### src/rtl/msh_pkg.sv
`timescale 1ns / 1ps
`default_nettype none
// ----------------------------------------------------------------------------
// msh_pkg
// Shared types, widths and constants for the magnetometer heading block.
// ----------------------------------------------------------------------------
package msh_pkg;

  localparam int unsigned SampleW = 18;
  localparam int unsigned ScaleW  = 16;
  localparam int unsigned CalW    = 23;
  localparam int unsigned HeadW   = 15;
  localparam int unsigned ErrW    = 16;
  localparam int unsigned CntW    = 8;
  localparam int unsigned StatW   = 3;
  localparam int unsigned IdxW    = 3;

  localparam logic [CntW-1:0] DiscardSamples = 8'd20;

  // result status codes
  typedef enum logic [StatW-1:0] {
    ST_OK         = 3'd0,
    ST_NOT_READY  = 3'd1,
    ST_READ_ERROR = 3'd2,
    ST_DISCARD    = 3'd3,
    ST_RANGE      = 3'd4,
    ST_RESTART    = 3'd5
  } msh_status_e;

  // item classes decided by the front end
  typedef enum logic [2:0] {
    K_RESTART    = 3'd0,
    K_NOT_READY  = 3'd1,
    K_READ_ERROR = 3'd2,
    K_DISCARD    = 3'd3,
    K_SAMPLE     = 3'd4
  } msh_kind_e;

  // configuration register indexes
  typedef enum logic [IdxW-1:0] {
    REG_OFFSET_X = 3'd0,
    REG_OFFSET_Y = 3'd1,
    REG_OFFSET_Z = 3'd2,
    REG_SCALE_X  = 3'd3,
    REG_SCALE_Y  = 3'd4,
    REG_SCALE_Z  = 3'd5,
    REG_MIN_MAG  = 3'd6,
    REG_MAX_MAG  = 3'd7
  } msh_reg_e;

  typedef struct packed {
    msh_kind_e                  kind;
    logic signed [SampleW-1:0]  x;
    logic signed [SampleW-1:0]  y;
    logic signed [SampleW-1:0]  z;
  } msh_job_t;

  typedef struct packed {
    logic signed [SampleW-1:0] offset_x;
    logic signed [SampleW-1:0] offset_y;
    logic signed [SampleW-1:0] offset_z;
    logic [ScaleW-1:0]         scale_x;
    logic [ScaleW-1:0]         scale_y;
    logic [ScaleW-1:0]         scale_z;
    logic [SampleW-1:0]        min_mag;
    logic [SampleW-1:0]        max_mag;
  } msh_cfg_t;

  // arctangent table in 1/16384 degree
  function automatic logic [19:0] cordic_angle(input logic [4:0] idx);
    logic [19:0] a;
    unique case (idx)
      5'd0:    a = 20'd737280;
      5'd1:    a = 20'd435242;
      5'd2:    a = 20'd229970;
      5'd3:    a = 20'd116736;
      5'd4:    a = 20'd58595;
      5'd5:    a = 20'd29326;
      5'd6:    a = 20'd14667;
      5'd7:    a = 20'd7334;
      5'd8:    a = 20'd3667;
      5'd9:    a = 20'd1833;
      5'd10:   a = 20'd917;
      5'd11:   a = 20'd458;
      5'd12:   a = 20'd229;
      5'd13:   a = 20'd115;
      5'd14:   a = 20'd57;
      5'd15:   a = 20'd29;
      5'd16:   a = 20'd14;
      5'd17:   a = 20'd7;
      5'd18:   a = 20'd4;
      5'd19:   a = 20'd2;
      default: a = 20'd0;
    endcase
    return a;
  endfunction

endpackage
`default_nettype wire

### src/rtl/msh_intf.sv
`timescale 1ns / 1ps
`default_nettype none
// ----------------------------------------------------------------------------
// msh_intf
// Sample and result channels, valid/ready with payload.
// ----------------------------------------------------------------------------
interface msh_in_if;
  logic                                valid;
  logic                                ready;
  logic                                command;
  logic                                data_ready;
  logic                                read_error;
  logic signed [msh_pkg::SampleW-1:0]  sample_x;
  logic signed [msh_pkg::SampleW-1:0]  sample_y;
  logic signed [msh_pkg::SampleW-1:0]  sample_z;

  modport source (output valid, command, data_ready, read_error, sample_x, sample_y,
                  sample_z, input ready);
  modport sink   (input valid, command, data_ready, read_error, sample_x, sample_y,
                  sample_z, output ready);
endinterface

interface msh_out_if;
  logic                             valid;
  logic                             ready;
  logic [msh_pkg::StatW-1:0]        status;
  logic signed [msh_pkg::CalW-1:0]  cal_x;
  logic signed [msh_pkg::CalW-1:0]  cal_y;
  logic signed [msh_pkg::CalW-1:0]  cal_z;
  logic [msh_pkg::HeadW-1:0]        heading;
  logic [msh_pkg::CalW-1:0]         field_strength;
  logic                             valid_res;
  logic [msh_pkg::ErrW-1:0]         err_total;

  modport source (output valid, status, cal_x, cal_y, cal_z, heading, field_strength,
                  valid_res, err_total, input ready);
  modport sink   (input valid, status, cal_x, cal_y, cal_z, heading, field_strength,
                  valid_res, err_total, output ready);
endinterface
`default_nettype wire

### src/rtl/msh_front.sv
`timescale 1ns / 1ps
`default_nettype none
// ----------------------------------------------------------------------------
// msh_front
// Accepts samples, classifies them and keeps the discard counter.
// ----------------------------------------------------------------------------
module msh_front (
  input  wire logic              clk_i,
  input  wire logic              rst_ni,
  msh_in_if.sink                 in_if,
  input  wire logic              full_i,
  output logic                   push_o,
  output msh_pkg::msh_job_t      job_o
);

  logic [msh_pkg::CntW-1:0] disc_q, disc_d;

  assign in_if.ready = ~full_i;
  assign push_o      = in_if.valid & ~full_i;

  // classify the item in the same order as its handling
  always_comb begin
    disc_d     = disc_q;
    job_o.x    = in_if.sample_x;
    job_o.y    = in_if.sample_y;
    job_o.z    = in_if.sample_z;
    job_o.kind = msh_pkg::K_SAMPLE;
    priority if (in_if.command) begin
      job_o.kind = msh_pkg::K_RESTART;
      disc_d     = '0;
    end else if (!in_if.data_ready) begin
      job_o.kind = msh_pkg::K_NOT_READY;
    end else if (in_if.read_error) begin
      job_o.kind = msh_pkg::K_READ_ERROR;
    end else if (disc_q < msh_pkg::DiscardSamples) begin
      job_o.kind = msh_pkg::K_DISCARD;
      disc_d     = disc_q + 8'd1;
    end else begin
      job_o.kind = msh_pkg::K_SAMPLE;
    end
  end

  // discard counter advances on transfer only
  always_ff @(posedge clk_i or negedge rst_ni) begin
    if (!rst_ni) begin
      disc_q <= '0;
    end else if (push_o) begin
      disc_q <= disc_d;
    end
  end

endmodule
`default_nettype wire

### src/rtl/msh_fifo.sv
`timescale 1ns / 1ps
`default_nettype none
// ----------------------------------------------------------------------------
// msh_fifo
// Two-entry queue of classified items between front and back end.
// ----------------------------------------------------------------------------
module msh_fifo (
  input  wire logic              clk_i,
  input  wire logic              rst_ni,
  input  wire logic              push_i,
  input  wire msh_pkg::msh_job_t data_i,
  output logic                   full_o,
  input  wire logic              pop_i,
  output msh_pkg::msh_job_t      data_o,
  output logic                   empty_o
);

  msh_pkg::msh_job_t mem_q [2];
  logic              wr_q, rd_q;
  logic [1:0]        cnt_q;

  assign full_o  = cnt_q[1];
  assign empty_o = (cnt_q == 2'd0);
  assign data_o  = mem_q[rd_q];

  // pointers and fill level
  always_ff @(posedge clk_i or negedge rst_ni) begin
    if (!rst_ni) begin
      wr_q  <= 1'b0;
      rd_q  <= 1'b0;
      cnt_q <= '0;
    end else begin
      if (push_i) wr_q <= ~wr_q;
      if (pop_i)  rd_q <= ~rd_q;
      unique case ({push_i, pop_i})
        2'b10:   cnt_q <= cnt_q + 2'd1;
        2'b01:   cnt_q <= cnt_q - 2'd1;
        default: cnt_q <= cnt_q;
      endcase
    end
  end

  // storage
  always_ff @(posedge clk_i) begin
    if (push_i) mem_q[wr_q] <= data_i;
  end

endmodule
`default_nettype wire

### src/rtl/msh_back.sv
`timescale 1ns / 1ps
`default_nettype none
// ----------------------------------------------------------------------------
// msh_back
// Range check, calibration, CORDIC heading and square root magnitude.
// ----------------------------------------------------------------------------
module msh_back (
  input  wire logic              clk_i,
  input  wire logic              rst_ni,
  input  wire msh_pkg::msh_cfg_t cfg_i,
  input  wire logic              empty_i,
  input  wire msh_pkg::msh_job_t job_i,
  output logic                   pop_o,
  msh_out_if.source              out_if
);

  typedef enum logic [7:0] {
    S_IDLE  = 8'b0000_0001,
    S_RANGE = 8'b0000_0010,
    S_CAL   = 8'b0000_0100,
    S_MAG   = 8'b0000_1000,
    S_PREP  = 8'b0001_0000,
    S_CORD  = 8'b0010_0000,
    S_FIN   = 8'b0100_0000,
    S_DONE  = 8'b1000_0000
  } state_e;

  localparam logic signed [24:0] HalfTurn = 25'sd2949120;
  localparam logic signed [24:0] FullTurn = 25'sd5898240;
  localparam logic [14:0]        HeadWrap = 15'd23040;

  state_e                state_q;
  logic [4:0]            cnt_q;
  msh_pkg::msh_job_t     job_q;
  msh_pkg::msh_status_e  status_q;
  logic signed [22:0]    hx_q, hy_q, hz_q;
  logic [14:0]           head_q;
  logic [22:0]           str_q;
  logic                  hvalid_q;
  logic [15:0]           err_q;
  logic                  out_vld_q;

  logic [45:0]           acc_q;
  logic [35:0]           minsq_q, maxsq_q;
  logic signed [35:0]    prod_q;
  logic signed [33:0]    cx_q, cy_q;
  logic signed [24:0]    ang_q;
  logic                  zero_q;
  logic [45:0]           rad_q;
  logic [26:0]           rem_q;
  logic [22:0]           root_q;

  // shared squaring unit
  logic signed [22:0]    sq_op;
  logic signed [45:0]    sq_prod;
  always_comb begin
    if (state_q == S_RANGE) begin
      unique case (cnt_q)
        5'd0:    sq_op = {{5{job_q.x[17]}}, job_q.x};
        5'd1:    sq_op = {{5{job_q.y[17]}}, job_q.y};
        5'd2:    sq_op = {{5{job_q.z[17]}}, job_q.z};
        5'd3:    sq_op = {5'd0, cfg_i.min_mag};
        default: sq_op = {5'd0, cfg_i.max_mag};
      endcase
    end else begin
      unique case (cnt_q)
        5'd0:    sq_op = hx_q;
        5'd1:    sq_op = hy_q;
        default: sq_op = hz_q;
      endcase
    end
    sq_prod = sq_op * sq_op;
  end

  logic reject;
  assign reject = (acc_q < {10'd0, minsq_q}) || (acc_q > {10'd0, maxsq_q});

  // offset and gain multiply, one axis a cycle
  logic signed [17:0] cal_s, cal_off;
  logic [15:0]        cal_scale;
  logic signed [18:0] cal_dif;
  logic signed [35:0] cal_prod;
  always_comb begin
    unique case (cnt_q)
      5'd0: begin
        cal_s = job_q.x; cal_off = cfg_i.offset_x; cal_scale = cfg_i.scale_x;
      end
      5'd1: begin
        cal_s = job_q.y; cal_off = cfg_i.offset_y; cal_scale = cfg_i.scale_y;
      end
      default: begin
        cal_s = job_q.z; cal_off = cfg_i.offset_z; cal_scale = cfg_i.scale_z;
      end
    endcase
    cal_dif  = {cal_s[17], cal_s} - {cal_off[17], cal_off};
    cal_prod = cal_dif * $signed({1'b0, cal_scale});
  end

  // rounding and saturation of the registered product
  logic signed [35:0] cal_rnd;
  logic signed [22:0] cal_sat;
  always_comb begin
    cal_rnd = (prod_q + 36'sd2048) >>> 12;
    if (cal_rnd > 36'sd4194303) begin
      cal_sat = 23'sd4194303;
    end else if (cal_rnd < -36'sd4194304) begin
      cal_sat = -23'sd4194304;
    end else begin
      cal_sat = cal_rnd[22:0];
    end
  end

  // cordic vectoring step
  logic signed [33:0] cdx, cdy, px, py;
  logic signed [24:0] ctab;
  always_comb begin
    cdx  = cy_q >>> cnt_q;
    cdy  = cx_q >>> cnt_q;
    ctab = $signed({5'd0, msh_pkg::cordic_angle(cnt_q)});
    px   = {{11{hx_q[22]}}, hx_q};
    py   = {{11{hy_q[22]}}, hy_q};
  end

  // square root digit step
  logic [26:0] rem_t, trial;
  always_comb begin
    rem_t = {rem_q[24:0], rad_q[45:44]};
    trial = {2'd0, root_q, 2'b01};
  end

  // heading wrap and rounding, magnitude rounding
  logic signed [24:0] ang_a, ang_b;
  logic [22:0]        hd_sum;
  logic [14:0]        hd_val;
  logic [23:0]        str_r;
  always_comb begin
    ang_a  = (ang_q < 25'sd0) ? ang_q + FullTurn : ang_q;
    ang_b  = (ang_a >= FullTurn) ? ang_a - FullTurn : ang_a;
    hd_sum = ang_b[22:0] + 23'd128;
    hd_val = (hd_sum[22:8] == HeadWrap) ? 15'd0 : hd_sum[22:8];
    str_r  = (rem_q > {4'd0, root_q}) ? {1'b0, root_q} + 24'd1 : {1'b0, root_q};
  end

  assign pop_o = (state_q == S_IDLE) && !empty_i;

  logic out_load;
  assign out_load = (state_q == S_DONE) && (!out_vld_q || out_if.ready);

  // sequencer and held state
  always_ff @(posedge clk_i or negedge rst_ni) begin
    if (!rst_ni) begin
      state_q   <= S_IDLE;
      cnt_q     <= '0;
      status_q  <= msh_pkg::ST_OK;
      hx_q      <= '0;
      hy_q      <= '0;
      hz_q      <= '0;
      head_q    <= '0;
      str_q     <= '0;
      hvalid_q  <= 1'b0;
      err_q     <= '0;
      out_vld_q <= 1'b0;
    end else begin
      if (out_load) begin
        out_vld_q <= 1'b1;
      end else if (out_if.ready) begin
        out_vld_q <= 1'b0;
      end
      unique case (state_q)
        S_IDLE: begin
          if (!empty_i) begin
            cnt_q <= '0;
            unique case (job_i.kind)
              msh_pkg::K_RESTART: begin
                status_q <= msh_pkg::ST_RESTART;
                state_q  <= S_DONE;
              end
              msh_pkg::K_NOT_READY: begin
                status_q <= msh_pkg::ST_NOT_READY;
                state_q  <= S_DONE;
              end
              msh_pkg::K_READ_ERROR: begin
                if (err_q != 16'hFFFF) err_q <= err_q + 16'd1;
                hvalid_q <= 1'b0;
                status_q <= msh_pkg::ST_READ_ERROR;
                state_q  <= S_DONE;
              end
              msh_pkg::K_DISCARD: begin
                hvalid_q <= 1'b0;
                status_q <= msh_pkg::ST_DISCARD;
                state_q  <= S_DONE;
              end
              default: state_q <= S_RANGE;
            endcase
          end
        end
        S_RANGE: begin
          if (cnt_q == 5'd5) begin
            cnt_q <= '0;
            if (reject) begin
              if (err_q != 16'hFFFF) err_q <= err_q + 16'd1;
              hvalid_q <= 1'b0;
              status_q <= msh_pkg::ST_RANGE;
              state_q  <= S_DONE;
            end else begin
              state_q <= S_CAL;
            end
          end else begin
            cnt_q <= cnt_q + 5'd1;
          end
        end
        S_CAL: begin
          unique case (cnt_q)
            5'd1:    hx_q <= cal_sat;
            5'd2:    hy_q <= cal_sat;
            5'd3:    hz_q <= cal_sat;
            default: ;
          endcase
          if (cnt_q == 5'd3) begin
            cnt_q   <= '0;
            state_q <= S_MAG;
          end else begin
            cnt_q <= cnt_q + 5'd1;
          end
        end
        S_MAG: begin
          if (cnt_q == 5'd2) begin
            cnt_q   <= '0;
            state_q <= S_PREP;
          end else begin
            cnt_q <= cnt_q + 5'd1;
          end
        end
        S_PREP: begin
          cnt_q   <= '0;
          state_q <= S_CORD;
        end
        S_CORD: begin
          if (cnt_q == 5'd22) begin
            state_q <= S_FIN;
          end else begin
            cnt_q <= cnt_q + 5'd1;
          end
        end
        S_FIN: begin
          head_q   <= zero_q ? 15'd0 : hd_val;
          str_q    <= str_r[23] ? 23'h7FFFFF : str_r[22:0];
          hvalid_q <= 1'b1;
          status_q <= msh_pkg::ST_OK;
          state_q  <= S_DONE;
        end
        S_DONE: begin
          if (out_load) state_q <= S_IDLE;
        end
        default: state_q <= S_IDLE;
      endcase
    end
  end

  // datapath registers
  always_ff @(posedge clk_i) begin
    if (pop_o) job_q <= job_i;
    unique case (state_q)
      S_IDLE: acc_q <= '0;
      S_RANGE: begin
        unique case (cnt_q)
          5'd0, 5'd1, 5'd2: acc_q <= acc_q + sq_prod[45:0];
          5'd3:             minsq_q <= sq_prod[35:0];
          5'd4: begin
            maxsq_q <= sq_prod[35:0];
          end
          default:          acc_q <= '0;
        endcase
      end
      S_CAL: prod_q <= cal_prod;
      S_MAG: acc_q <= acc_q + sq_prod[45:0];
      S_PREP: begin
        zero_q <= (hx_q == 23'sd0) && (hy_q == 23'sd0);
        if (hx_q < 23'sd0) begin
          cx_q  <= (-px) <<< 8;
          cy_q  <= (-py) <<< 8;
          ang_q <= HalfTurn;
        end else begin
          cx_q  <= px <<< 8;
          cy_q  <= py <<< 8;
          ang_q <= 25'sd0;
        end
        rad_q  <= acc_q;
        rem_q  <= '0;
        root_q <= '0;
      end
      S_CORD: begin
        if (cnt_q < 5'd20) begin
          if (!cy_q[33]) begin
            cx_q  <= cx_q + cdx;
            cy_q  <= cy_q - cdy;
            ang_q <= ang_q + ctab;
          end else begin
            cx_q  <= cx_q - cdx;
            cy_q  <= cy_q + cdy;
            ang_q <= ang_q - ctab;
          end
        end
        rad_q <= {rad_q[43:0], 2'b00};
        if (rem_t >= trial) begin
          rem_q  <= rem_t - trial;
          root_q <= {root_q[21:0], 1'b1};
        end else begin
          rem_q  <= rem_t;
          root_q <= {root_q[21:0], 1'b0};
        end
      end
      default: ;
    endcase
    if (out_load) begin
      out_if.status         <= status_q;
      out_if.cal_x          <= hx_q;
      out_if.cal_y          <= hy_q;
      out_if.cal_z          <= hz_q;
      out_if.heading        <= head_q;
      out_if.field_strength <= str_q;
      out_if.valid_res      <= hvalid_q;
      out_if.err_total      <= err_q;
    end
  end

  assign out_if.valid = out_vld_q;

endmodule
`default_nettype wire

### src/rtl/magnetometer_sample_heading_top.sv
`timescale 1ns / 1ps
`default_nettype none
// ----------------------------------------------------------------------------
// magnetometer_sample_heading_top
// Magnetometer sample conditioning with hard-iron calibration and heading.
//
//   channel  direction  carries
//   in_if    sink       command, flags, raw x/y/z sample
//   out_if   source     status, calibrated x/y/z, heading, strength, counters
//   cfg      write      offsets, gains, magnitude bounds
//
// Status-only items go straight to the output stage. A good sample passes the
// range check, calibration, the magnitude sum, the shared CORDIC and square
// root sequence, one step a cycle, and a final step to wrap and round the
// heading; a range rejection ends after the range check.
// The back end handles one item at a time; a two-entry queue lets the front
// end keep taking items meanwhile. Reset clears all held results and counters.
// ----------------------------------------------------------------------------
module magnetometer_sample_heading_top (
  input  wire logic                       clk_i,
  input  wire logic                       rst_ni,
  msh_in_if.sink                          in_if,
  msh_out_if.source                       out_if,
  input  wire logic                       cfg_we_i,
  input  wire logic [msh_pkg::IdxW-1:0]   cfg_idx_i,
  input  wire logic [msh_pkg::SampleW-1:0] cfg_data_i
);

  msh_pkg::msh_cfg_t cfg_q;
  msh_pkg::msh_job_t push_job, pop_job;
  logic              push, full, pop, empty;

  // configuration registers
  always_ff @(posedge clk_i or negedge rst_ni) begin
    if (!rst_ni) begin
      cfg_q.offset_x <= '0;
      cfg_q.offset_y <= '0;
      cfg_q.offset_z <= '0;
      cfg_q.scale_x  <= 16'd4096;
      cfg_q.scale_y  <= 16'd4096;
      cfg_q.scale_z  <= 16'd4096;
      cfg_q.min_mag  <= 18'd2;
      cfg_q.max_mag  <= 18'd160000;
    end else if (cfg_we_i) begin
      unique case (msh_pkg::msh_reg_e'(cfg_idx_i))
        msh_pkg::REG_OFFSET_X: cfg_q.offset_x <= cfg_data_i;
        msh_pkg::REG_OFFSET_Y: cfg_q.offset_y <= cfg_data_i;
        msh_pkg::REG_OFFSET_Z: cfg_q.offset_z <= cfg_data_i;
        msh_pkg::REG_SCALE_X:  cfg_q.scale_x  <= cfg_data_i[15:0];
        msh_pkg::REG_SCALE_Y:  cfg_q.scale_y  <= cfg_data_i[15:0];
        msh_pkg::REG_SCALE_Z:  cfg_q.scale_z  <= cfg_data_i[15:0];
        msh_pkg::REG_MIN_MAG:  cfg_q.min_mag  <= cfg_data_i;
        msh_pkg::REG_MAX_MAG:  cfg_q.max_mag  <= cfg_data_i;
        default: ;
      endcase
    end
  end

  // front end
  msh_front u_front (
    .clk_i  (clk_i),
    .rst_ni (rst_ni),
    .in_if  (in_if),
    .full_i (full),
    .push_o (push),
    .job_o  (push_job)
  );

  // item queue
  msh_fifo u_fifo (
    .clk_i   (clk_i),
    .rst_ni  (rst_ni),
    .push_i  (push),
    .data_i  (push_job),
    .full_o  (full),
    .pop_i   (pop),
    .data_o  (pop_job),
    .empty_o (empty)
  );

  // back end
  msh_back u_back (
    .clk_i   (clk_i),
    .rst_ni  (rst_ni),
    .cfg_i   (cfg_q),
    .empty_i (empty),
    .job_i   (pop_job),
    .pop_o   (pop),
    .out_if  (out_if)
  );

endmodule
`default_nettype wire

### src/flat_wrapper.sv
// flat-port wrapper written by rule: the top's interface ports become plain ports
module magnetometer_sample_heading_top_flat 
  (clk_i, rst_ni, cfg_we_i, cfg_idx_i, cfg_data_i, in_if_valid, in_if_command, in_if_data_ready, in_if_read_error, in_if_sample_x, in_if_sample_y, in_if_sample_z, in_if_ready, out_if_valid, out_if_status, out_if_cal_x, out_if_cal_y, out_if_cal_z, out_if_heading, out_if_field_strength, out_if_valid_res, out_if_err_total, out_if_ready);
  msh_in_if in_if_i ();
  msh_out_if out_if_i ();
  input  wire logic clk_i;
  input  wire logic rst_ni;
  input  wire logic cfg_we_i;
  input  wire logic [msh_pkg::IdxW-1:0] cfg_idx_i;
  input  wire logic [msh_pkg::SampleW-1:0] cfg_data_i;
  input wire logic [$bits(in_if_i.valid)-1:0] in_if_valid;
  input wire logic [$bits(in_if_i.command)-1:0] in_if_command;
  input wire logic [$bits(in_if_i.data_ready)-1:0] in_if_data_ready;
  input wire logic [$bits(in_if_i.read_error)-1:0] in_if_read_error;
  input wire logic [$bits(in_if_i.sample_x)-1:0] in_if_sample_x;
  input wire logic [$bits(in_if_i.sample_y)-1:0] in_if_sample_y;
  input wire logic [$bits(in_if_i.sample_z)-1:0] in_if_sample_z;
  output wire logic [$bits(in_if_i.ready)-1:0] in_if_ready;
  output wire logic [$bits(out_if_i.valid)-1:0] out_if_valid;
  output wire logic [$bits(out_if_i.status)-1:0] out_if_status;
  output wire logic [$bits(out_if_i.cal_x)-1:0] out_if_cal_x;
  output wire logic [$bits(out_if_i.cal_y)-1:0] out_if_cal_y;
  output wire logic [$bits(out_if_i.cal_z)-1:0] out_if_cal_z;
  output wire logic [$bits(out_if_i.heading)-1:0] out_if_heading;
  output wire logic [$bits(out_if_i.field_strength)-1:0] out_if_field_strength;
  output wire logic [$bits(out_if_i.valid_res)-1:0] out_if_valid_res;
  output wire logic [$bits(out_if_i.err_total)-1:0] out_if_err_total;
  input wire logic [$bits(out_if_i.ready)-1:0] out_if_ready;
  assign in_if_i.valid = in_if_valid;
  assign in_if_i.command = in_if_command;
  assign in_if_i.data_ready = in_if_data_ready;
  assign in_if_i.read_error = in_if_read_error;
  assign in_if_i.sample_x = in_if_sample_x;
  assign in_if_i.sample_y = in_if_sample_y;
  assign in_if_i.sample_z = in_if_sample_z;
  assign in_if_ready = in_if_i.ready;
  assign out_if_valid = out_if_i.valid;
  assign out_if_status = out_if_i.status;
  assign out_if_cal_x = out_if_i.cal_x;
  assign out_if_cal_y = out_if_i.cal_y;
  assign out_if_cal_z = out_if_i.cal_z;
  assign out_if_heading = out_if_i.heading;
  assign out_if_field_strength = out_if_i.field_strength;
  assign out_if_valid_res = out_if_i.valid_res;
  assign out_if_err_total = out_if_i.err_total;
  assign out_if_i.ready = out_if_ready;
  magnetometer_sample_heading_top u_core (.clk_i(clk_i), .rst_ni(rst_ni), .in_if(in_if_i), .out_if(out_if_i), .cfg_we_i(cfg_we_i), .cfg_idx_i(cfg_idx_i), .cfg_data_i(cfg_data_i));
endmodule
### config.mk
export PLATFORM = sky130hd
export DESIGN_NAME = magnetometer_sample_heading_top_flat
export DESIGN_NICKNAME = d
export VERILOG_FILES = /design/src/rtl/msh_pkg.sv /design/src/rtl/msh_intf.sv /design/src/rtl/msh_front.sv /design/src/rtl/msh_fifo.sv /design/src/rtl/msh_back.sv /design/src/rtl/magnetometer_sample_heading_top.sv /design/src/flat_wrapper.sv
export SDC_FILE = /design/constraint.sdc
export NUM_CORES = 2
export LEC_CHECK = 0
export BUFFER_PORTS_ARGS = -buffer_cell sky130_fd_sc_hd__clkbuf_2
export CAP_MARGIN = 40
export CORE_MARGIN = 2
export CORE_UTILIZATION = 45
export DETAILED_ROUTE_END_ITERATION = 12
export GPL_TIMING_DRIVEN = 0
export SETUP_SLACK_MARGIN = 0.4
export SKIP_CTS_REPAIR_TIMING = 1
export SLEW_MARGIN = 10
export SYNTH_ARGS = -nofsm -noshare
export SYNTH_HDL_FRONTEND = slang
export SYNTH_SLANG_ARGS = --single-unit
### constraint.sdc
create_clock -name clk_i -period 16.85 [get_ports clk_i]
set_input_delay 1.685 -clock clk_i [delete_from_list [all_inputs] [get_ports clk_i]]
set_output_delay 1.685 -clock clk_i [all_outputs]
set_load 0.05 [all_outputs]
==> impl_metrics.py <==
metrics = {
    "run_status": {
        "outcome": "completed",
    },
    "floorplan": {
        "io_pins": 212,
        "row_count": 156,
        "core_area_um2": 181000,
        "dieArea_um2": 185000,
        "initial_core_util": 0.453,
        "dieWidth_um": 430,
        "die_h_um": 430,
    },
    "setup_path": {
        "path_max_fanout": 10,
        "path_class": "register to register",
        "path_common_cell": "fa_1",
        "cp.arrival_ps": 16370,
        "reg2reg_slack_ps": 920,
        "cp-end-kind": "register",
        "r2r-start": "u_core.u_back.cnt_q[1]",
        "startpoint_type": "register",
        "slowest_delay_ps": 700,
        "worstPathRequired_ps": 17290,
        "ff2ff_path_depth": 51,
        "r2r-end": "u_core.u_back.acc_q[42]",
        "critical_path.slowest_cell": "a41o_1",
    },
    "finish": {
        "final_util": 0.503,
        "multi_input_area_um2": 50100,
        "nets": 9870,
        "post-route-cell-area_um2": 90700,
        "seq_area_um2": 26100,
        "layout-drive-gt1-share": 0.104,
        "layout_commonest_cell": "inv_1",
        "synthToLayoutAreaGrowth_pct": 11.0,
        "layout_common_cells": "inv_1 (1,187), nand2_1 (987), fa_1 (827)",
        "fillerInstances": 16500,
        "diodes": 0,
        "instances_no_fill": 10900,
    },
    "timing": {
        "tns_ps": 0,
        "hold_viol_final": 0,
        "worst_pin_slew_ps": 959,
        "max_freq_mhz": 62.8,
        "fin_crit_ps": 15930,
        "fin_crit_sh": 0.945,
        "finClkSkew_ps": 140,
        "finalSetupViolations": 0,
        "final-max-slew-violation-count": 0,
        "rsz0062_at_grt": "no",
        "slew_headroom": 0.361,
    },
    "place": {
        "hpwl_um": 214000,
        "dpl-instance-area_um2": 87100,
        "dp_cells": 10700,
        "io_buffers": 207,
        "gp_congestion": 1.00,
    },
    "synthesis": {
        "synthCells": 8079,
        "synth_fp_nets": 9473,
        "synth_edf_count": 626,
        "synth_mux_area_frac": 0.0635,
        "ys_types": 100,
        "synth.ff_latch_count": 917,
        "synth-xor-area-share": 0.0491,
        "avgSynthCellArea_um2": 10.1,
        "ys.flop_type": "edfxtp_1",
        "synthSimpleGateAreaFrac": 0.122,
        "synth_compound_area_frac": 0.0999,
        "async_flop_share": 0.317,
        "yosysWarningCount": 0,
        "syn_area_um2": 81800,
        "seq_area_frac_synth": 0.319,
        "synth_top_family_by_area": "adder cells",
        "synth_adder_area_share": 0.277,
    },
    "global_route": {
        "grt_overflow": 0,
        "antenna_found_initial": 6,
        "grt_usage": 0.285,
        "grt_max_degree": 99,
        "grt_pass1_wl_um": 396000,
        "grt_pass1_vias": 63100,
    },
    "route": {
        "drcViolationCount": 0,
        "viasPerCell": 5.64,
        "wl_um": 264000,
        "drt_iter0_drc": 5320,
        "vias": 61700,
        "drt_pass1_iterations": 7,
        "wire_per_inst_um": 24.1,
        "ant_nets": 0,
    },
    "run": {
        "max_cap_viol_count": 0,
    },
    "min_path": {
        "hold_path_class": "register to register",
        "holdCritStartpoint": "u_core.u_back.head_q[8]",
        "worstHoldEndpoint": "u_core.u_back.out_if.heading[8]",
        "hold_depth": 0,
    },
    "cts": {
        "cts_root_buf": "clkbuf_16",
        "clock_latency_ps": 790,
        "cts_tree": "built",
        "cts.sinks": 917,
        "clockBufferDepth": 3,
        "numCtsBuffers": 100,
        "cts_max_level": 3,
        "clkTransAtPathRegs_ps": 60,
    },
}
stage by stage:
step,setup WS [ps],hold WS (ps)
2_1_floorplan,4550,419
3_3_place_gp,-394,430
3_5_place_dp,141,434
4_1_cts,46.2,427
5_1_grt,413,438
6_report,925,430
cells by family (layout without fill, tap and decap cells):
logic type	count (synthesis)	in the layout
flops	917	917
simple gates	2247	2247
compound gates	1270	1270
xor+xnor	455	455
buf+inv	1489	1972
mux	389	389
fa+ha+maj	1312	1312
layer usage:
layer | wire [um] | vias to the layer above | track usage
li1 | - | 27800 | -
met1 | 109000 | 31100 | 0.378
met2 | 123000 | 2308 | 0.465
met3 | 17500 | 439 | 0.0408
met4 | 13500 | 2 | 0.128
met5 | 13 | - | 0
area by class of cell:
type                       instances  share of cell area
sequential                       917               0.288
buffer                           293              0.0137
multi-input combinational       5673               0.553
clock inverter                    44             0.00673
inverter                        1196              0.0495
clock buffer                     144              0.0318
tap                             2370              0.0327
timing repair buffer             295              0.0253
state kept, by name, indices dropped and copies added, names as in the netlist, 27 cells and up:
register,flops
u_core.u_fifo.mem_q,114
u_core.u_back.cx_q,34
u_core.u_back.rem_q,27
u_core.u_back.maxsq_q,35
u_core.u_back.minsq_q,35
u_core.u_back.job_q,54
u_core.u_back.rad_q,46
u_core.u_back.acc_q,46
u_core.u_back.cy_q,34
u_core.cfg_q,138
how the worst max path moves through the flow:
stage | start | to | depth (start not counted)
final | u_core.u_back.cnt_q[1] | u_core.u_back.acc_q[42] | 51
after global routing | u_core.u_back.cnt_q[1] | u_core.u_back.prod_q[35] | 54
after CTS | u_core.u_back.cnt_q[1] | u_core.u_back.prod_q[35] | 51
after detailed placement | u_core.u_back.cnt_q[1] | u_core.u_back.prod_q[35] | 51
after global placement | u_core.u_back.cnt_q[1] | u_core.u_back.prod_q[35] | 49
after floorplan | u_core.u_back.cnt_q[1] | u_core.u_back.prod_q[35] | 53
synthesized netlist by cell type (all sizes together) (14+ instances only):
library cell	instances	area share
nor2	617	0.028
a211oi	39	0.0036
ha	484	0.074
xnor2	295	0.032
mux2i	68	0.0085
mux2	248	0.034
nand3	121	0.0074
nor2b	69	0.0053
mux4	73	0.021
and2	55	0.0042
edfxtp	626	0.23
o31ai	33	0.0030
nand3b	17	0.0016
inv	1190	0.055
o21bai	28	0.0026
nand2	988	0.045
o21ai	251	0.015
fa	827	0.20
o22ai	16	0.0012
or3	30	0.0024
clkbuf	224	0.010
a22o	29	0.0031
a31oi	59	0.0045
a41oi	18	0.0019
dfrtp	281	0.086
nor3b	14	0.0013
o211ai	28	0.0026
nor4	24	0.0021
o21a	40	0.0037
and3	48	0.0037
a21oi	370	0.023
a22oi	59	0.0054
nand4	47	0.0038
xor2	158	0.017
nor3	98	0.0062
buf	69	0.0048
a21boi	19	0.0017
nand2b	66	0.0051
a21o	152	0.014
or2	22	0.0017
critical path: cells and delay by family, from the launching register on:
kind,cells,cell delay [ps]
buffers and inverters,16,3900
AND/OR/NAND/NOR,7,1300
adder cells (fa/ha/maj),10,4580
flip-flops,1,450
XOR/XNOR,2,480
AO/OA/AOI/OAI,16,4840
Power is left out: the tool's default activity adds up to more than one toggle a clock period on the data nets, which glitch-free logic cannot reach.
